===== config.mk =====
export PLATFORM = sky130hd
export DESIGN_NAME = led_light_effect_sequencer
export DESIGN_NICKNAME = d
export VERILOG_FILES = /design/src/rtl/core/lles_pkg.sv /design/src/rtl/core/led_light_effect_sequencer.sv /design/src/rtl/core/lles_effect.sv /design/src/rtl/core/lles_speed.sv /design/src/rtl/core/lles_out_fifo.sv
export SDC_FILE = /design/constraint.sdc
export NUM_CORES = 1
export LEC_CHECK = 0
export BUFFER_PORTS_ARGS = -buffer_cell sky130_fd_sc_hd__buf_2
export CAP_MARGIN = 0
export CORE_UTILIZATION = 60
export CTS_CLUSTER_SIZE = 20
export DETAILED_ROUTE_END_ITERATION = 10
export GPL_TIMING_DRIVEN = 0
export PLACE_DENSITY = 0.8
export SYNTH_ARGS = -nofsm -noshare
export SYNTH_HDL_FRONTEND = slang
export SYNTH_HIERARCHICAL = 1
export SYNTH_SLANG_ARGS = --single-unit

===== constraint.sdc =====
create_clock -name clk_i -period 3.5 [get_ports clk_i]
set_input_delay 0.175 -clock clk_i [delete_from_list [all_inputs] [get_ports clk_i]]
set_output_delay 0.175 -clock clk_i [all_outputs]
set_load 0.01 [all_outputs]

===== src/rtl/core/lles_pkg.sv =====
// Shared types and constants of the LED light effect sequencer.
// No dependencies; imported by the sequencer, effect and speed modules.
package lles_pkg;

  localparam int unsigned InTdataW  = 32;
  localparam int unsigned OutW      = 38;
  localparam int unsigned OutTdataW = 40;
  localparam int unsigned CfgIdxW   = 1;

  // configuration register indexes
  localparam logic [CfgIdxW-1:0] RegDefaultPeriod = 1'd0;
  localparam logic [CfgIdxW-1:0] RegPeriodLimit   = 1'd1;

  localparam logic [7:0] DefaultPeriodRst = 8'd20;
  localparam logic [7:0] PeriodLimitRst   = 8'd200;
  localparam logic [4:0] ModeRst          = 5'd1;
  localparam logic [2:0] SpeedMask        = 3'h7;

  // mode bits, lowest set bit wins
  localparam int unsigned ModeFill     = 0;
  localparam int unsigned ModeForward  = 1;
  localparam int unsigned ModeBackward = 2;
  localparam int unsigned ModeKnight   = 3;
  localparam int unsigned ModeDual     = 4;

  // speed button bits
  localparam int unsigned BtnInc     = 0;
  localparam int unsigned BtnDec     = 1;
  localparam int unsigned BtnRestore = 2;

  typedef struct packed {
    logic [31:0] pattern_word;
    logic [7:0]  row_one;
    logic [7:0]  row_two;
    logic        direction;
    logic [7:0]  output_byte;
  } effect_state_t;

  typedef struct packed {
    logic [7:0] period;
    logic [2:0] held;
  } speed_state_t;

endpackage


===== src/rtl/core/led_light_effect_sequencer.sv =====
// LED light effect sequencer: one sync tick per input transaction.
// Results are registered in the result buffer; throughput 1 transaction per
// cycle, set by the single-pass state update and the two-entry result buffer.
// Input stalls only while both result entries wait on the output side.
// Async active-low reset: mode fill-up, period and registers to defaults.
module led_light_effect_sequencer #(
  parameter int unsigned LEDS_PER_ROW = 5
) (
  input  logic                               clk_i,
  input  logic                               rst_ni,
  input  logic                               s_axis_tvalid,
  output logic                               s_axis_tready,
  // [7:0] local_buttons, [15:8] remote_speed_buttons,
  // [23:16] remote_mode_a, [31:24] remote_mode_b
  input  logic [lles_pkg::InTdataW-1:0]      s_axis_tdata,
  output logic                               m_axis_tvalid,
  input  logic                               m_axis_tready,
  // [7:0] led_row_one, [15:8] led_row_two, [23:16] own_output,
  // [28:24] active_mode, [36:29] step_period, [37] stepped, [39:38] zero
  output logic [lles_pkg::OutTdataW-1:0]     m_axis_tdata,
  input  logic                               cfg_valid_i,
  output logic                               cfg_ready_o,
  input  logic [lles_pkg::CfgIdxW-1:0]       cfg_index_i,
  input  logic [7:0]                         cfg_data_i
);
  import lles_pkg::*;

  logic [7:0]    default_period_q, period_limit_q;
  logic [4:0]    mode_q, mode_d;
  logic [7:0]    tick_q, tick_d;
  effect_state_t eff_q, eff_next, eff_d;
  speed_state_t  spd_q, spd_d;
  logic [2:0]    speed;
  logic [4:0]    modesel;
  logic          step;
  logic          accept;
  logic [OutW-1:0] result;
  logic [OutW-1:0] out_payload;

  assign speed   = (s_axis_tdata[2:0] | s_axis_tdata[10:8]) & SpeedMask;
  assign modesel = s_axis_tdata[20:16] | s_axis_tdata[28:24];
  assign mode_d  = (modesel != 5'd0) ? modesel : mode_q;
  assign step    = (tick_q <= 8'd1);
  assign accept  = s_axis_tvalid && s_axis_tready;
  assign cfg_ready_o = 1'b1;

  lles_effect #(
    .LEDS_PER_ROW(LEDS_PER_ROW)
  ) u_effect (
    .mode_i(mode_d),
    .cur_i (eff_q),
    .nxt_o (eff_next)
  );

  lles_speed u_speed (
    .speed_i         (speed),
    .default_period_i(default_period_q),
    .period_limit_i  (period_limit_q),
    .cur_i           (spd_q),
    .nxt_o           (spd_d)
  );

  assign eff_d  = step ? eff_next : eff_q;
  // reload from the period before this tick's buttons
  assign tick_d = step ? spd_q.period : tick_q - 8'd1;

  assign result = {step, spd_d.period, mode_d, eff_d.output_byte,
                   eff_d.row_two, eff_d.row_one};

  always_ff @(posedge clk_i or negedge rst_ni) begin
    if (!rst_ni) begin
      default_period_q <= DefaultPeriodRst;
      period_limit_q   <= PeriodLimitRst;
    end else if (cfg_valid_i && cfg_ready_o) begin
      case (cfg_index_i)
        RegDefaultPeriod: default_period_q <= cfg_data_i;
        RegPeriodLimit:   period_limit_q   <= cfg_data_i;
        default: ;
      endcase
    end
  end

  always_ff @(posedge clk_i or negedge rst_ni) begin
    if (!rst_ni) begin
      mode_q <= ModeRst;
      tick_q <= 8'd0;
      eff_q  <= '0;
      spd_q  <= '{period: DefaultPeriodRst, held: 3'd0};
    end else if (accept) begin
      mode_q <= mode_d;
      tick_q <= tick_d;
      eff_q  <= eff_d;
      spd_q  <= spd_d;
    end
  end

  lles_out_fifo #(
    .Width(OutW)
  ) u_out_fifo (
    .clk_i     (clk_i),
    .rst_ni    (rst_ni),
    .wr_valid_i(s_axis_tvalid),
    .wr_ready_o(s_axis_tready),
    .wr_data_i (result),
    .rd_valid_o(m_axis_tvalid),
    .rd_ready_i(m_axis_tready),
    .rd_data_o (out_payload)
  );

  assign m_axis_tdata = {{(OutTdataW - OutW){1'b0}}, out_payload};

`ifndef SYNTH
  a_tick_count: assert property (@(posedge clk_i) disable iff (!rst_ni)
    (accept && tick_q > 8'd1) |=> (tick_q == $past(tick_q) - 8'd1))
    else $error("tick counter did not count down");

  a_mode_nonzero: assert property (@(posedge clk_i) disable iff (!rst_ni)
    mode_q != 5'd0)
    else $error("stored mode bits cleared");

  a_inc_period: assert property (@(posedge clk_i) disable iff (!rst_ni)
    (accept && spd_q.held == 3'd0 && speed[BtnInc] && spd_q.period < period_limit_q)
    |=> (spd_q.period == $past(spd_q.period) + 8'd1))
    else $error("increment button did not raise the period");

  a_stall_only_full: assert property (@(posedge clk_i) disable iff (!rst_ni)
    !s_axis_tready |-> m_axis_tvalid)
    else $error("input stalled with no result pending");
`endif

endmodule


===== src/rtl/core/lles_effect.sv =====
// Next pattern state for one step of the selected light effect.
// Depends on lles_pkg for the effect state struct and mode bit positions.
module lles_effect #(
  parameter int unsigned LEDS_PER_ROW = 5
) (
  input  logic [4:0]             mode_i,
  input  lles_pkg::effect_state_t cur_i,
  output lles_pkg::effect_state_t nxt_o
);
  import lles_pkg::*;

  localparam logic [31:0] RowMask  = (32'd1 << LEDS_PER_ROW) - 32'd1;
  localparam logic [31:0] BothMask = (32'd1 << (2 * LEDS_PER_ROW)) - 32'd1;
  localparam logic [31:0] BackTop  = 32'd1 << (2 * LEDS_PER_ROW);
  localparam logic [7:0]  RowTop   = 8'(32'd1 << (LEDS_PER_ROW - 1));
  localparam logic [7:0]  RowMask8 = RowMask[7:0];

  logic [31:0] pw_shl;
  logic [31:0] pw_shr;
  logic [31:0] pw_new;
  logic        use_word;

  assign pw_shl = cur_i.pattern_word << 1;
  assign pw_shr = cur_i.pattern_word >> 1;

  always_comb begin
    nxt_o    = cur_i;
    pw_new   = cur_i.pattern_word;
    use_word = 1'b0;
    if (mode_i[ModeFill]) begin
      use_word = 1'b1;
      if (cur_i.direction) begin
        if ((cur_i.pattern_word & BothMask) == 32'd0) begin
          pw_new = 32'd1;
        end else begin
          pw_new = pw_shl + 32'd1;
          if (pw_new >= BothMask) begin
            nxt_o.direction = 1'b0;
          end
        end
      end else begin
        pw_new = pw_shl;
        if ((pw_shl & BothMask) == 32'd0) begin
          nxt_o.direction = 1'b1;
        end
      end
    end else if (mode_i[ModeForward]) begin
      use_word = 1'b1;
      pw_new   = (pw_shl > BothMask || pw_shl == 32'd0) ? 32'd1 : pw_shl;
    end else if (mode_i[ModeBackward]) begin
      use_word = 1'b1;
      pw_new   = (pw_shr > BothMask || pw_shr == 32'd0) ? BackTop : pw_shr;
    end else if (mode_i[ModeKnight]) begin
      if (cur_i.row_one == 8'd0) begin
        nxt_o.row_one   = 8'd1;
        nxt_o.direction = 1'b1;
      end else if (cur_i.direction) begin
        nxt_o.row_one = cur_i.row_one << 1;
        if (nxt_o.row_one >= RowTop) begin
          nxt_o.direction = 1'b0;
        end
      end else begin
        nxt_o.row_one = cur_i.row_one >> 1;
        if (nxt_o.row_one <= 8'd1) begin
          nxt_o.direction = 1'b1;
        end
      end
      nxt_o.row_two = nxt_o.row_one;
    end else if (mode_i[ModeDual]) begin
      if (cur_i.row_one == 8'd0 || cur_i.row_two == 8'd0 ||
          (cur_i.row_two & ~RowMask8) != 8'd0) begin
        nxt_o.row_one   = 8'd1;
        nxt_o.row_two   = RowTop;
        nxt_o.direction = 1'b1;
      end else if (cur_i.direction) begin
        nxt_o.row_one = cur_i.row_one << 1;
        nxt_o.row_two = cur_i.row_two >> 1;
        if (nxt_o.row_one >= RowTop) begin
          nxt_o.direction = 1'b0;
        end
      end else begin
        nxt_o.row_one = cur_i.row_one >> 1;
        nxt_o.row_two = cur_i.row_two << 1;
        if (nxt_o.row_one <= 8'd1) begin
          nxt_o.direction = 1'b1;
        end
      end
    end
    if (use_word) begin
      nxt_o.pattern_word = pw_new;
      nxt_o.row_one      = 8'(pw_new & RowMask);
      nxt_o.row_two      = 8'((pw_new >> LEDS_PER_ROW) & RowMask);
    end
    nxt_o.output_byte = nxt_o.row_one;
  end

endmodule


===== src/rtl/core/lles_speed.sv =====
// Edge-qualified speed buttons: increment, decrement and restore of the period.
// Depends on lles_pkg for the speed state struct and button bit positions.
module lles_speed (
  input  logic [2:0]             speed_i,
  input  logic [7:0]             default_period_i,
  input  logic [7:0]             period_limit_i,
  input  lles_pkg::speed_state_t cur_i,
  output lles_pkg::speed_state_t nxt_o
);
  import lles_pkg::*;

  always_comb begin
    nxt_o = cur_i;
    if (cur_i.held == 3'd0) begin
      if (speed_i[BtnInc]) begin
        if (cur_i.period < period_limit_i) begin
          nxt_o.period = cur_i.period + 8'd1;
        end
        nxt_o.held = speed_i;
      end else if (speed_i[BtnDec]) begin
        if (cur_i.period > 8'd1) begin
          nxt_o.period = cur_i.period - 8'd1;
        end
        nxt_o.held = speed_i;
      end else if (speed_i[BtnRestore]) begin
        nxt_o.period = default_period_i;
        nxt_o.held   = speed_i;
      end
    end else if (speed_i == 3'd0) begin
      // re-arm once all buttons are released
      nxt_o.held = 3'd0;
    end
  end

endmodule


===== src/rtl/core/lles_out_fifo.sv =====
// Two-entry result buffer that decouples the input side from output stalls.
// Depends on nothing; sized by its Width parameter.
module lles_out_fifo #(
  parameter int unsigned Width = 38
) (
  input  logic             clk_i,
  input  logic             rst_ni,
  input  logic             wr_valid_i,
  output logic             wr_ready_o,
  input  logic [Width-1:0] wr_data_i,
  output logic             rd_valid_o,
  input  logic             rd_ready_i,
  output logic [Width-1:0] rd_data_o
);

  logic [Width-1:0] mem_q [2];
  logic             wr_ptr_q, wr_ptr_d;
  logic             rd_ptr_q, rd_ptr_d;
  logic [1:0]       count_q, count_d;
  logic             do_wr, do_rd;

  assign wr_ready_o = (count_q != 2'd2);
  assign rd_valid_o = (count_q != 2'd0);
  assign rd_data_o  = mem_q[rd_ptr_q];
  assign do_wr      = wr_valid_i && wr_ready_o;
  assign do_rd      = rd_valid_o && rd_ready_i;

  always_comb begin
    wr_ptr_d = do_wr ? ~wr_ptr_q : wr_ptr_q;
    rd_ptr_d = do_rd ? ~rd_ptr_q : rd_ptr_q;
    count_d  = count_q + {1'b0, do_wr} - {1'b0, do_rd};
  end

  always_ff @(posedge clk_i or negedge rst_ni) begin
    if (!rst_ni) begin
      wr_ptr_q <= 1'b0;
      rd_ptr_q <= 1'b0;
      count_q  <= 2'd0;
    end else begin
      wr_ptr_q <= wr_ptr_d;
      rd_ptr_q <= rd_ptr_d;
      count_q  <= count_d;
    end
  end

  always_ff @(posedge clk_i) begin
    if (do_wr) begin
      mem_q[wr_ptr_q] <= wr_data_i;
    end
  end

endmodule


# After elaboration in Yosys (flattened, before gate mapping)
# Memories as Yosys holds them, arrays and structs flattened.
# Index checks and enable logic that the tools add are counted.
# classes
n_addsub,6
order_cmp,8
n_eq_ne,4
muxes,42
bitwise_logic,5
reduce_logical,26
# op_table
cell,count
two-way mux 32 bit,6
logical NOT 32 bit,4
two-way mux 17 bit,6
two-way mux 8 bit,6
two-way mux 11 bit,3
adder 32 x 1 -> 32 bit (second input constant),1
greater-or-equal comparator 32 x 10 -> 1 bit (second input constant),1
> comparator 32 x 10 -> 1 bit (second input constant),1
two-way mux 16 bit,2
> comparator 31 x 10 -> 1 bit (second input constant),1
two-way mux 31 bit,1
two-way mux 25 bit,1
logical NOT 8 bit,2
subtractor 8 x 1 -> 8 bit (second input constant),2
two-way mux 1 bit,14
adder 8 x 1 -> 8 bit (second input constant),1
greater-or-equal comparator 8 x 5 -> 1 bit (second input constant),1
> comparator 8 x 1 -> 1 bit (second input constant),1
<= comparator 8 x 1 -> 1 bit (second input constant),1
< comparator 8 bit,1
nonzero test 8 bit,1
<= comparator 7 x 1 -> 1 bit (second input constant),1
logical NOT 3 bit,2
two-way mux 3 bit,2
other kinds (17),29
# totals
regBits,101
mem_bits_rw,76
in_bits,46
output_inout_bits,43
memories,1
# mem_list
memory,words,width,read_ports,rd_clocked_by_memory_dff,wr,line_no,rtl
u_out_fifo.mem_q,2,38,1,0,1,lles_out_fifo.sv:16,logic [Width-1:0] mem_q [2];

# Depth between registers and ports, before layout
# Gate-level depths: netlist of run 1.
# depth
depth_word,11
mapped_depth,13
mapped_depth_nobuf,11

# Hierarchy
# The synthesis of run 1 kept the hierarchy.
# modules_own_cells
module,n_inst,cells_per_inst,area_per_inst_um2
led_light_effect_sequencer,1,382,4440.5
lles_out_fifo,1,135,2987.9
lles_effect,1,202,1326.3
lles_speed,1,150,1001.0

# Least setup slack after synthesis of run 1
# OpenSTA, ideal clock, no wires.
# synth_path
kind,reg-to-reg
from,register u_out_fifo.count_q[1]
to,memory u_out_fifo.mem_q[0][0] (enable)
setup_time_ns,0.433
t_arrival_ns,2.303
setup_slack_ns,0.764
path_stages_with_launch,4
n_path_buf,0
cell_sequence,dfrtp_1 nand2b_1 nand2_1 nor2_1
# synth_between
elab_chain_len,4
# synth_rtl
element,line_no,rtl
from (decl),lles_out_fifo.sv:19,"logic [1:0] count_q, count_d;"
from (signal assigned),lles_out_fifo.sv:42,count_q <= count_d;
inequality test 2 bit,lles_out_fifo.sv:22,assign wr_ready_o = (count_q != 2'd2);
net s_axis_tready,led_light_effect_sequencer.sv:12,"output logic s_axis_tready,"
logical AND 1 bit,lles_out_fifo.sv:25,assign do_wr = wr_valid_i && wr_ready_o;
two-way mux 1 bit,lles_out_fifo.sv:47,if (do_wr) begin
two-way mux 1 bit (implied by the code),lles_out_fifo.sv:48,mem_q[wr_ptr_q] <= wr_data_i;
to (decl),lles_out_fifo.sv:16,
# The timed path passes the listed nets, and every way through them passes these cells.

==> flow_summary.rst, run 1 <==
.. list-table::
   :header-rows: 1

   * - Metric
     - Value
   * - Post-Syn Area
     - between 9000 and 10,000 um2
   * - Flop and latch count out of synthesis
     - around 180
   * - Vias per inst
     - a little over 6
   * - Post-synth EDFFs
     - 76
   * - Fraction of synthesized cell area taken by the top area cell type
     - 0.239
   * - CTS sink count
     - 177
   * - Placed instance area
     - between 10,000 and 15,000 um2
   * - Element type at the critical path end
     - register
   * - Clock transition at the registers of the reported paths
     - 0.06 ns
   * - Initial core utilization
     - 0.614
   * - Largest net degree at the start of global routing
     - 68
   * - Top post-synthesis cells by count
     - sky130_fd_sc_hd__nand2_1, sky130_fd_sc_hd__dfrtp_1, sky130_fd_sc_hd__mux2_2
   * - I/O pin count
     - 89
   * - Library cell occupying the most area in the post-synthesis netlist
     - sky130_fd_sc_hd__dfrtp_1
   * - Floorplan core area
     - 15,900 um2
   * - Last weighted congestion value of the routability-driven placer
     - roughly 0.93
   * - Slew @ Worst Pin
     - between 1 and 1.5 ns
   * - Portion of the post-synthesis area used by sequential elements
     - 0.494
   * - Final min period
     - between 2 and 3 ns
   * - Distinct cell type count after synthesis
     - 83
   * - Final setup violating endpoints
     - 0
   * - CTS root buffer
     - sky130_fd_sc_hd__clkbuf_16
   * - Worst slew margin relative to its limit
     - 0.229
   * - Layout fillers
     - ~1,200
   * - Clock tree from TritonCTS
     - done
   * - Peak supply drop
     - ~380 uV
   * - Leakage
     - 4.85 nW
   * - Worst setup path category
     - input port to register
   * - Initial DRC Count
     - 544
   * - Final Power
     - around 0.0077 W
   * - Count of max-cap constraint violations
     - 0
   * - Number of nets in the finished design
     - a little over 1,000
   * - Wire length of the first global-routing pass
     - 35.2 mm
   * - Die X-Extent
     - about 130 um
   * - Number of warning messages in the yosys log
     - 6
   * - Cell area after layout
     - 11,100 um2
   * - Total CTS buffers
     - 17
   * - PwrDens
     - 694 nW/um2
   * - Synthesis-to-layout area growth
     - 13.6%
   * - Buffers inserted by post-CTS timing repair
     - 0
   * - Count of hold buffers inserted by post-cts repair
     - 9
   * - Maximum level of the CTS H-tree
     - 4
   * - Layout Skew
     - approximately 0.0099 ns
   * - Slew Limit Fails
     - 0
   * - Hold Path Class
     - input port to register
   * - Clk Latency, worst-skew pair
     - between 0.4 and 0.5 ns
   * - Post-cts resize count
     - 0
   * - Dominant synthesized flop cell
     - sky130_fd_sc_hd__dfrtp_1
   * - Number of diodes
     - 0
   * - Worst-path maximum fanout
     - 9
   * - Proportion of layout cells with a drive suffix above 1
     - 0.294
   * - Per-cell routed wire length
     - 18.2 um
   * - Die Span Y
     - ~130 um
   * - Wire length reported by the detailed router
     - roughly 22 mm
   * - Uppermost layer routed
     - met4
   * - Status
     - finished, final reports clean
   * - Die Area
     - between 15,000 and 20,000 um2
   * - Avg Inst Size Synth
     - 11.2 um2
   * - Wire length on met2
     - between 10 and 15 mm
   * - Overflow after GRT
     - 0
   * - Port bufs
     - 69
   * - Worst Path Required
     - about 3.8 ns
   * - Vias in the first global route
     - 6,855
   * - Number of buffers on the longest clock path
     - 2
   * - Critical path data arrival time
     - roughly 3.2 ns
   * - Dpl hpwl
     - approximately 15 mm
   * - Routed met3 length
     - about 1.2 mm
   * - Async S/R FF share, synth
     - 0.571
   * - Timing-limited maximum frequency
     - roughly 340 MHz
   * - Most area-consuming cells after synthesis
     - sky130_fd_sc_hd__dfrtp_1, sky130_fd_sc_hd__edfxtp_1, sky130_fd_sc_hd__mux2_2
   * - Initial antenna violation count
     - 0
   * - Final period util
     - 0.841
   * - Site row count
     - 46
   * - Synthesized netlist cell count
     - between 800 and 900
   * - Iteration count of the initial detailed-routing pass
     - 5
   * - Top-count cell post-synth
     - sky130_fd_sc_hd__nand2_1
   * - Setup repair after global routing missed its margin
     - no
   * - GRT Overall Usage
     - 0.274
   * - Final hold violation count
     - 0
   * - Detail Route Antenna Nets
     - 0
   * - Count of vias placed by the detailed router
     - between 7,000 and 8,000
   * - Wire length on met1
     - 9.95 mm
   * - DRC violations left
     - 0
   * - Startpoint types
     - input port
## routing by layer
metal  vias to the layer above  GRT usage
li1                       3383          -
met3                        22     0.0413
met2                       258      0.440
met5                         -          0
met4                         0     0.0937
met1                      3604      0.382
## per-stage QoR
step / std cells / util / hold WS [ns] / TNS [ns] / setup WS (ns)
2_1_floorplan: 870 / - / -0.121 / 0 / 0.764
3_3_place_gp: 1155 / 0.653 / 0.421 / -5.40 / -0.148
3_5_place_dp: 1157 / 0.657 / 0.175 / 0 / 0.214
4_1_cts: 1198 / 0.698 / 0.0428 / 0 / 0.647
5_1_grt: 1198 / 0.698 / 0.0554 / 0 / 0.310
6_report: 1198 / 0.698 / 0.0533 / 0 / 0.557
## worst max-delay path: stages
cell	delay [ns]
sky130_fd_sc_hd__buf_2	0.10
sky130_fd_sc_hd__nor4_1	0.39
sky130_fd_sc_hd__and3_1	0.23
sky130_fd_sc_hd__nand2_1	0.05
sky130_fd_sc_hd__nand2_1	0.36
sky130_fd_sc_hd__nor4b_1	0.37
sky130_fd_sc_hd__o21ai_1	0.21
sky130_fd_sc_hd__a21oi_1	0.45
sky130_fd_sc_hd__a221oi_1	0.15
sky130_fd_sc_hd__a31oi_1	0.40
sky130_fd_sc_hd__buf_4	0.20
sky130_fd_sc_hd__nand2_1	0.05
sky130_fd_sc_hd__nand2_1	0.09
## registers in the layout (all words and copies together), names as in the netlist
name / cells
eff_q: 57
tick_q: 8
mode_q: 5
u_out_fifo/rd_ptr_q: 1
u_out_fifo/count_q: 2
default_period_q: 8
u_out_fifo/wr_ptr_q: 1
u_out_fifo/mem_q: 76
spd_q: 11
period_limit_q: 8
## layout by cell type (no fill, tap or decap), drive strengths merged, types with 17 or more instances in the layout
cell type  netlist  layout
a21oi           25      25
a22o            22      22
buf             35     106
clkbuf          23      41
dfrtp           93      93
edfxtp          76      76
inv             20      26
mux2           124     124
nand2          171     171
nor2            33      33
nor4            17      17
o21ai           34      34
## cell type report
| cell class | count | area, um2 | share of cell area |
|---|---|---|---|
| clock buffer | 18 | 429 | 0.0387 |
| tap | 216 | 270 | 0.0244 |
| buffer | 58 | 418 | 0.0377 |
| sequential | 177 | 4820 | 0.435 |
| multi-input combinational | 614 | 4450 | 0.402 |
| timing repair buffer | 80 | 485 | 0.0438 |
| inverter | 21 | 78.8 | 0.00711 |
| clock inverter | 14 | 130 | 0.0117 |
## final timing paths
check | depth (start not counted) | slack [ns] | endpoint | startpoint
min in group asynchronous | 2 | 0.25 | eff_q[44] | rst_ni
worst max register to register | 8 | 0.59 | u_out_fifo/mem_q[1][3] | eff_q[48]
worst min register to register | 1 | 0.49 | mode_q[0] | mode_q[0]
max in group asynchronous | 3 | 2.50 | spd_q[5] | rst_ni
worst min-delay path | 3 | 0.05 | mode_q[1] | s_axis_tdata[17]
worst max-delay path | 13 | 0.56 | u_out_fifo/mem_q[1][3] | s_axis_tdata[24]
## where the power goes
group	internal, W	switching [W]
Sequential	0.00271	0.000381
Clock	0.000992	0.000830
Combinational	0.00121	0.00157
Total	0.00491	0.00278
## kinds of logic after synthesis
logic type	after synthesis	share of synthesized area
compound gates	161	0.121
xor+xnor	4	0.00359
fa+ha+maj	14	0.0180
buf+inv	79	0.0509
flops	177	0.494
mux	130	0.165
other cells	2	0.000770
simple gates	302	0.147
Power figures use the tool's default switching activity.
==> run 2: changes to the inputs <==
==> constraint.sdc (replaced) <==
create_clock -name clk_i -period 2.85 [get_ports clk_i]
set_input_delay 0.1425 -clock clk_i [delete_from_list [all_inputs] [get_ports clk_i]]
set_output_delay 0.1425 -clock clk_i [all_outputs]
set_load 0.01 [all_outputs]
==> run 2 against run 1 <==
  * Register-to-register slack got worse by 0.47 ns
  * Critical path depth decreased by 4
  * Wire length up 0.82%
  * Clock-buffer cell count unchanged
  * Utilization up 0.46 points
  * Critical path type is now register to register
  * Flip-flop and latch count is the same
==> flow_summary.rst, run 2 (synthesis results as in run 1) <==
.. list-table::
   :header-rows: 1

   * - Metric
     - Value
   * - GRT Overall Usage
     - 0.274 (unchanged)
   * - Detail Route Antenna Nets
     - 0 (unchanged)
   * - Clk Latency, worst-skew pair
     - 0.43 ns (about the same)
   * - PwrDens
     - 850 nW/um2 (+23%)
   * - Wire length of the first global-routing pass
     - 35.2 mm (unchanged)
   * - CTS root buffer
     - sky130_fd_sc_hd__clkbuf_16
   * - Initial core utilization
     - 0.614 (unchanged)
   * - Final period util
     - 0.958
   * - Most frequent cell on the critical path
     - sky130_fd_sc_hd__nand2_1
   * - Setup TNS Final
     - 0 ns (unchanged)
   * - Die X-Extent
     - 130 um (unchanged)
   * - Synthesis-to-layout area growth
     - 14.4%
   * - Number of diodes
     - 0 (unchanged)
   * - Leading cell type in the layout, fill and taps excluded
     - sky130_fd_sc_hd__nand2_1
   * - Maximum level of the CTS H-tree
     - 4 (unchanged)
   * - Clock tree from TritonCTS
     - done
   * - Final hold violation count
     - 0 (unchanged)
   * - Dpl hpwl
     - 15.1 mm (unchanged)
   * - Slew @ Worst Pin
     - 1.13 ns (-0.0210 ns)
   * - Placed instance area
     - 10,400 um2 (unchanged)
   * - Final Power
     - 0.00949 W (+23%)
   * - Initial antenna violation count
     - 0 (unchanged)
   * - Floorplan core area
     - 15,900 um2 (unchanged)
   * - Iteration count of the initial detailed-routing pass
     - 5 (unchanged)
   * - Critical Path Slowest Stage Cell
     - sky130_fd_sc_hd__or4_1
   * - Registers with the most flip-flops
     - u_out_fifo/mem_q (76), eff_q (57), spd_q (11)
   * - Cell area after layout
     - 11,200 um2 (+0.66%)
   * - Worst Path Required
     - 3.03 ns (-0.76 ns)
   * - Overflow after GRT
     - 0 (unchanged)
   * - Max FFs per register
     - 76 (unchanged)
   * - Setup repair after global routing missed its margin
     - no
   * - Critical path cell sequence
     - or4_1, buf_2, o41ai_4, o31ai_4, a22oi_2, o21ai_1, buf_4, nand2_1, nand2_1
   * - Post-route setup slack
     - 0.120 ns (-0.437 ns)
   * - DRC violations left
     - 0 (unchanged)
   * - Number of nets in the finished design
     - 1,031 (+0.19%)
   * - Per-cell routed wire length
     - 18.3 um (+0.66%)
   * - Wire length reported by the detailed router
     - 22.0 mm (+0.82%)
   * - Count of vias placed by the detailed router
     - 7,297 (+0.41%)
   * - Worst setup path category
     - register to register
   * - Proportion of layout cells with a drive suffix above 1
     - 0.304 (+0.00956)
   * - Slew Limit Fails
     - 0 (unchanged)
   * - Largest net degree at the start of global routing
     - 68 (unchanged)
   * - Critical path data arrival time
     - 2.91 ns (-0.32 ns)
   * - Die Span Y
     - 130 um (unchanged)
   * - Clock transition at the registers of the reported paths
     - 0.07 ns (about the same)
   * - CTS sink count
     - 177 (unchanged)
   * - Status
     - finished, final reports clean
   * - Startpoint types
     - register
   * - Layout Skew
     - 0.0102 ns (+0.000364 ns)
   * - Peak supply drop
     - 473 uV (+24%)
   * - Vias in the first global route
     - 6,855 (unchanged)
   * - Commonest cells after routing, fill and taps aside
     - sky130_fd_sc_hd__nand2_1, sky130_fd_sc_hd__dfrtp_1, sky130_fd_sc_hd__mux2_2
   * - Port bufs
     - 69 (unchanged)
   * - Die Area
     - 16,800 um2 (unchanged)
   * - Hold Path Class
     - input port to register
   * - Reg with most FFs
     - u_out_fifo/mem_q
   * - Last weighted congestion value of the routability-driven placer
     - 0.925 (unchanged)
   * - Setup slack after placement
     - -0.403 ns (-0.617 ns)
   * - Final setup violating endpoints
     - 0 (unchanged)
   * - Leakage
     - 4.87 nW (+0.51%)
   * - I/O pin count
     - 89 (unchanged)
   * - Worst slew margin relative to its limit
     - 0.243 (+0.0141)
   * - CP max stage delay
     - 0.54 ns (+0.09 ns)
   * - Worst-path maximum fanout
     - 7 (-2)
   * - Post-layout util
     - 0.702 (+0.00457)
   * - Vias per inst
     - 6.08 (+0.25%)
   * - Timing-limited maximum frequency
     - between 300 and 400 MHz
   * - Total CTS buffers
     - 17 (unchanged)
   * - Element type at the critical path end
     - register
   * - Count of max-cap constraint violations
     - 0 (unchanged)
   * - Initial DRC Count
     - 632 (+16%)
   * - Number of buffers on the longest clock path
     - 2 (unchanged)
   * - Site row count
     - 46 (unchanged)
   * - Final min period
     - around 2.7 ns
==> run 2: changes by cell type in the layout (fill, tap and decap cells not counted), moves of 2 or more <==
cell and change:
sky130_fd_sc_hd__a21oi_1 -2, sky130_fd_sc_hd__a21oi_2 +2, sky130_fd_sc_hd__buf_4 +2, sky130_fd_sc_hd__a22oi_1 -2
sky130_fd_sc_hd__a22oi_2 +2
==> run 2: metrics by stage <==
| stage | hold slack, ns | std cells |
|---|---|---|
| CTS | 0.0103 | 1198 |
| global placement | 0.389 | 1155 |
| detailed placement | 0.143 | 1157 |
| global route | 0.0229 | 1200 |
| finish | 0.0177 | 1200 |
| floorplan | -0.153 | 870 |
==> run 2: worst max-delay path, delay by kind of cell (launching register included) <==
kind            cells  cell delay, ns
compound gates      4            1.01
simple gates        3            0.66
flops               1            0.45
buf+inv             2            0.36
==> run 2: layout make-up <==
| cell class | instances | area, um2 |
|---|---|---|
| plain buffers | 58 | 418 |
| clock buffers | 18 | 429 |
| clock inverters | 14 | 130 |
| fillers | 1178 | 4730 |
| inverters | 21 | 78.8 |
| multi-input cells | 614 | 4510 |
| flip-flops and latches | 177 | 4820 |
| well taps | 216 | 270 |
| repair buffers | 82 | 500 |
==> run 2: repair_timing <==
item | in CTS | in global routing
resized for setup | 0 | 10
hold buffers | 9 | 0
endpoints found under the setup margin | 0 | 42
hold endpoints to repair | 50 | 0
buffers inserted | 0 | 2
==> run 2: power by group <==
group | switching [W] | total, W | internal (W)
Clock | 0.00103 | 0.00224 | 0.00122
Sequential | 0.000472 | 0.00380 | 0.00333
Combinational | 0.00195 | 0.00344 | 0.00150
Total | 0.00345 | 0.00949 | 0.00604
==> run 2: path summary, 6_finish.rpt <==
kind | from | end | slack (ns) | cells past startpoint
worst max register to register | eff_q[30] | u_out_fifo/mem_q[0][2] | 0.12 | 9
min in group asynchronous | rst_ni | eff_q[44] | 0.22 | 2
worst max-delay path | eff_q[30] | u_out_fifo/mem_q[0][2] | 0.12 | 9
worst min-delay path | s_axis_tdata[17] | mode_q[1] | 0.02 | 3
worst min register to register | mode_q[0] | mode_q[0] | 0.49 | 1
max in group asynchronous | rst_ni | spd_q[5] | 1.88 | 3
==> run 2: per-layer routing <==
layer	wire length, um	part of all wire	GRT usage	vias up
li1	-	-	-	3384
met5	0	0	0	-
met2	10500	0.48	0.440	299
met3	1200	0.054	0.0413	39
met1	9940	0.45	0.382	3575
met4	396	0.018	0.0937	0
==> run 3: changes to the inputs <==
--- a/config.mk
+++ b/config.mk
@@ -7,12 +7,11 @@
 export LEC_CHECK = 0
 export BUFFER_PORTS_ARGS = -buffer_cell sky130_fd_sc_hd__buf_2
 export CAP_MARGIN = 0
-export CORE_UTILIZATION = 60
+export CORE_UTILIZATION = 59
 export CTS_CLUSTER_SIZE = 20
 export DETAILED_ROUTE_END_ITERATION = 10
 export GPL_TIMING_DRIVEN = 0
 export PLACE_DENSITY = 0.8
 export SYNTH_ARGS = -nofsm -noshare
 export SYNTH_HDL_FRONTEND = slang
-export SYNTH_HIERARCHICAL = 1
 export SYNTH_SLANG_ARGS = --single-unit
==> run 3 against run 2 <==
  * Clock power about the same
  * Clock skew decreased by 0.0011 ns
  * First-iteration DRC count increased by 6.8%
  * Utilization increased by 0.46 points
  * Critical path type unchanged
==> flow_summary.rst, run 3 <==
.. list-table::
   :header-rows: 1

   * - Metric
     - Value
   * - Final setup violating endpoints
     - 0 (unchanged)
   * - Commonest cells after routing, fill and taps aside
     - sky130_fd_sc_hd__dfrtp_1, sky130_fd_sc_hd__edfxtp_1, sky130_fd_sc_hd__buf_2
   * - Number of diodes
     - 0 (unchanged)
   * - Startpoint types
     - register
   * - Wire length reported by the detailed router
     - 22.5 mm (+2.0%)
   * - Worst-path maximum fanout
     - 10 (+3)
   * - Final period util
     - 0.959 (+0.00135)
   * - Setup TNS Final
     - 0 ns (unchanged)
   * - Maximum level of the CTS H-tree
     - 4 (unchanged)
   * - Post-layout util
     - 0.707 (+0.00459)
   * - Fraction of synthesized cell area taken by the top area cell type
     - 0.262 (+0.0238)
   * - Final Power
     - 0.00938 W (-1.1%)
   * - Clk Latency, worst-skew pair
     - 0.44 ns (about the same)
   * - Per-cell routed wire length
     - 20.5 um (+12%)
   * - Leakage
     - 4.36 nW (-10%)
   * - Post-Syn Area
     - 8870 um2 (-9.1%)
   * - Portion of the post-synthesis area used by sequential elements
     - 0.543 (+0.0492)
   * - Registers with the most flip-flops
     - u_out_fifo.mem_q (76), eff_q (57), spd_q (11)
   * - Overflow after GRT
     - 0 (unchanged)
   * - Count of vias placed by the detailed router
     - 7,096 (-2.8%)
   * - Initial DRC Count
     - 675 (+6.8%)
   * - Die Area
     - 15,500 um2 (-7.4%)
   * - Worst slew margin relative to its limit
     - 0.393 (+0.150)
   * - I/O pin count
     - 89 (unchanged)
   * - Avg Inst Size Synth
     - 11.2 um2 (-0.59%)
   * - Vias per inst
     - 6.47 (+6.5%)
   * - Site row count
     - 44 (-4.3%)
   * - Most area-consuming cells after synthesis
     - sky130_fd_sc_hd__dfrtp_1, sky130_fd_sc_hd__edfxtp_1, sky130_fd_sc_hd__mux2_2
   * - Timing-limited maximum frequency
     - 366 MHz (-0.14%)
   * - Count of max-cap constraint violations
     - 0 (unchanged)
   * - Element type at the critical path end
     - register
   * - Library cell occupying the most area in the post-synthesis netlist
     - sky130_fd_sc_hd__dfrtp_1
   * - Total CTS buffers
     - 17 (unchanged)
   * - Setup slack after placement
     - -0.196 ns (+0.208 ns)
   * - Minimum setup slack among reg-to-reg paths
     - 0.12 ns (about the same)
   * - Max FFs per register
     - 76 (unchanged)
   * - Async S/R FF share, synth
     - 0.571 (unchanged)
   * - Layout Skew
     - 0.00913 ns (-0.00110 ns)
   * - Port bufs
     - 69 (unchanged)
   * - Reg with most FFs
     - u_out_fifo.mem_q
   * - Dpl hpwl
     - 16.1 mm (+6.4%)
   * - Peak supply drop
     - 420 uV (-11%)
   * - Iteration count of the initial detailed-routing pass
     - 6 (+1)
   * - CTS root buffer
     - sky130_fd_sc_hd__clkbuf_16
   * - Wire length of the first global-routing pass
     - 36.2 mm (+3.0%)
   * - Initial antenna violation count
     - 0 (unchanged)
   * - Vias in the first global route
     - 6,889 (+0.50%)
   * - Slew Limit Fails
     - 0 (unchanged)
   * - Worst setup path category
     - register to register
   * - Leading cell type in the layout, fill and taps excluded
     - sky130_fd_sc_hd__dfrtp_1
   * - Clock transition at the registers of the reported paths
     - 0.07 ns (about the same)
   * - Dominant synthesized flop cell
     - sky130_fd_sc_hd__dfrtp_1
   * - Final hold violation count
     - 0 (unchanged)
   * - Number of nets in the finished design
     - 959 (-7.0%)
   * - PwrDens
     - 909 nW/um2 (+7.0%)
   * - Top post-synthesis cells by count
     - sky130_fd_sc_hd__dfrtp_1, sky130_fd_sc_hd__edfxtp_1, sky130_fd_sc_hd__mux2_2
   * - Die Span Y
     - 125 um (-3.8%)
   * - Top-count cell post-synth
     - sky130_fd_sc_hd__dfrtp_1
   * - Number of buffers on the longest clock path
     - 2 (unchanged)
   * - Proportion of layout cells with a drive suffix above 1
     - 0.243 (-0.0604)
   * - Synthesized netlist cell count
     - 795 (-8.5%)
   * - Last weighted congestion value of the routability-driven placer
     - 0.960 (+3.7%)
   * - GRT Overall Usage
     - 0.299 (+0.0248)
   * - Slew @ Worst Pin
     - 0.911 ns (-0.216 ns)
   * - Final min period
     - 2.73 ns (+0.00384 ns)
   * - Synthesis-to-layout area growth
     - 16.2%
   * - Floorplan core area
     - 14,600 um2 (-8.2%)
   * - Initial core utilization
     - 0.608 (-0.00598)
   * - Distinct cell type count after synthesis
     - 63 (-24%)
   * - Post-route setup slack
     - 0.116 ns (-0.00384 ns)
   * - Flop and latch count out of synthesis
     - 177 (unchanged)
   * - Hold Path Class
     - input port to register
   * - Die X-Extent
     - 125 um (-3.8%)
   * - Status
     - finished, final reports clean
   * - Detail Route Antenna Nets
     - 0 (unchanged)
   * - Critical path data arrival time
     - 3.02 ns (+0.11 ns)
   * - Number of warning messages in the yosys log
     - 0 (-6)
   * - CTS sink count
     - 177 (unchanged)
   * - Largest net degree at the start of global routing
     - 60 (-12%)
   * - Worst Path Required
     - 3.14 ns (+0.11 ns)
   * - Clock tree from TritonCTS
     - done
   * - DRC violations left
     - 0 (unchanged)
   * - Post-synth EDFFs
     - 76 (unchanged)
## run 3: changes by cell type after synthesis, sizes merged, moves of 16 or more
cell,change
nand2,-111
mux2,-58
nor2,+29
buf,-27
a21o,+20
a21oi,+18
o21ai,+16
## run 3: worst paths after layout
path | startpoint | endpoint | depth (start not counted)
max | eff_q[41] | u_out_fifo.mem_q[0][17] | 8
max in group asynchronous | rst_ni | mode_q[0] | 3
min in group asynchronous | rst_ni | default_period_q[6] | 2
min | m_axis_tready | u_out_fifo.rd_ptr_q | 3
max reg2reg | eff_q[41] | u_out_fifo.mem_q[0][17] | 8
min reg2reg | eff_q[2] | eff_q[2] | 1
## run 3: critical path: stages (launching register included)
cell	delay [ns]
sky130_fd_sc_hd__dfrtp_1	0.41
sky130_fd_sc_hd__nor4_1	0.36
sky130_fd_sc_hd__nand4_1	0.49
sky130_fd_sc_hd__o31ai_4	0.34
sky130_fd_sc_hd__buf_4	0.22
sky130_fd_sc_hd__a22oi_1	0.15
sky130_fd_sc_hd__a22o_1	0.32
sky130_fd_sc_hd__nor2_1	0.14
sky130_fd_sc_hd__a21o_1	0.15
## run 3: logic make-up (layout without fill, tap and decap cells)
logic type	count (synthesis)	count (layout)	share of synthesized area
simple gates	210	211	0.117
compound gates	245	245	0.192
other cells	2	3	0.000846
buf+inv	69	184	0.0307
fa+ha+maj	14	14	0.0197
mux	73	73	0.0917
xor+xnor	5	5	0.00494
flops	177	177	0.543
## run 3: timing repair
item | in CTS | in global routing
endpoints found under the setup margin | 34 | 96
gates resized for setup | 4 | 26
hold buffers | 9 | 0
endpoints found under the hold margin | 55 | 0
pin swaps | 0 | 4
cloned | 0 | 1
buffers inserted | 0 | 3
## run 3: area by class of cell
type	instances	area, um2
Sequential cell	177	4820
Fill cell	1063	4280
Multi-Input combinational cell	551	3900
Timing Repair Buffer	83	508
Clock buffer	19	453
Tap cell	184	230
Buffer	44	186
Clock inverter	13	119
Inverter	25	93.8
## run 3: metrics by stage
stage | hold WS (ns) | std cells | area, um2
detailed placement | 0.192 | 1051 | 9510
global placement | 0.390 | 1049 | 9450
floorplan | -0.153 | 796 | 8880
finish | 0.0480 | 1096 | 10300
CTS | 0.0462 | 1092 | 10200
global route | 0.0587 | 1096 | 10300
## run 3: power breakdown
group | leakage, nW | total, W | switching, W | internal, W
clock network | 0.284 | 0.00227 | 0.00107 | 0.00120
logic | 2.08 | 0.00325 | 0.00190 | 0.00135
registers | 2.00 | 0.00386 | 0.000445 | 0.00341
total | 4.36 | 0.00938 | 0.00342 | 0.00596
## run 3: metal layers
layer | vias to the layer above | routed length, um | track usage
li1 | 3233 | - | -
met1 | 3536 | 9970 | 0.425
met2 | 289 | 10500 | 0.451
met3 | 38 | 1570 | 0.0692
met4 | 0 | 377 | 0.103
met5 | - | 0 | 0
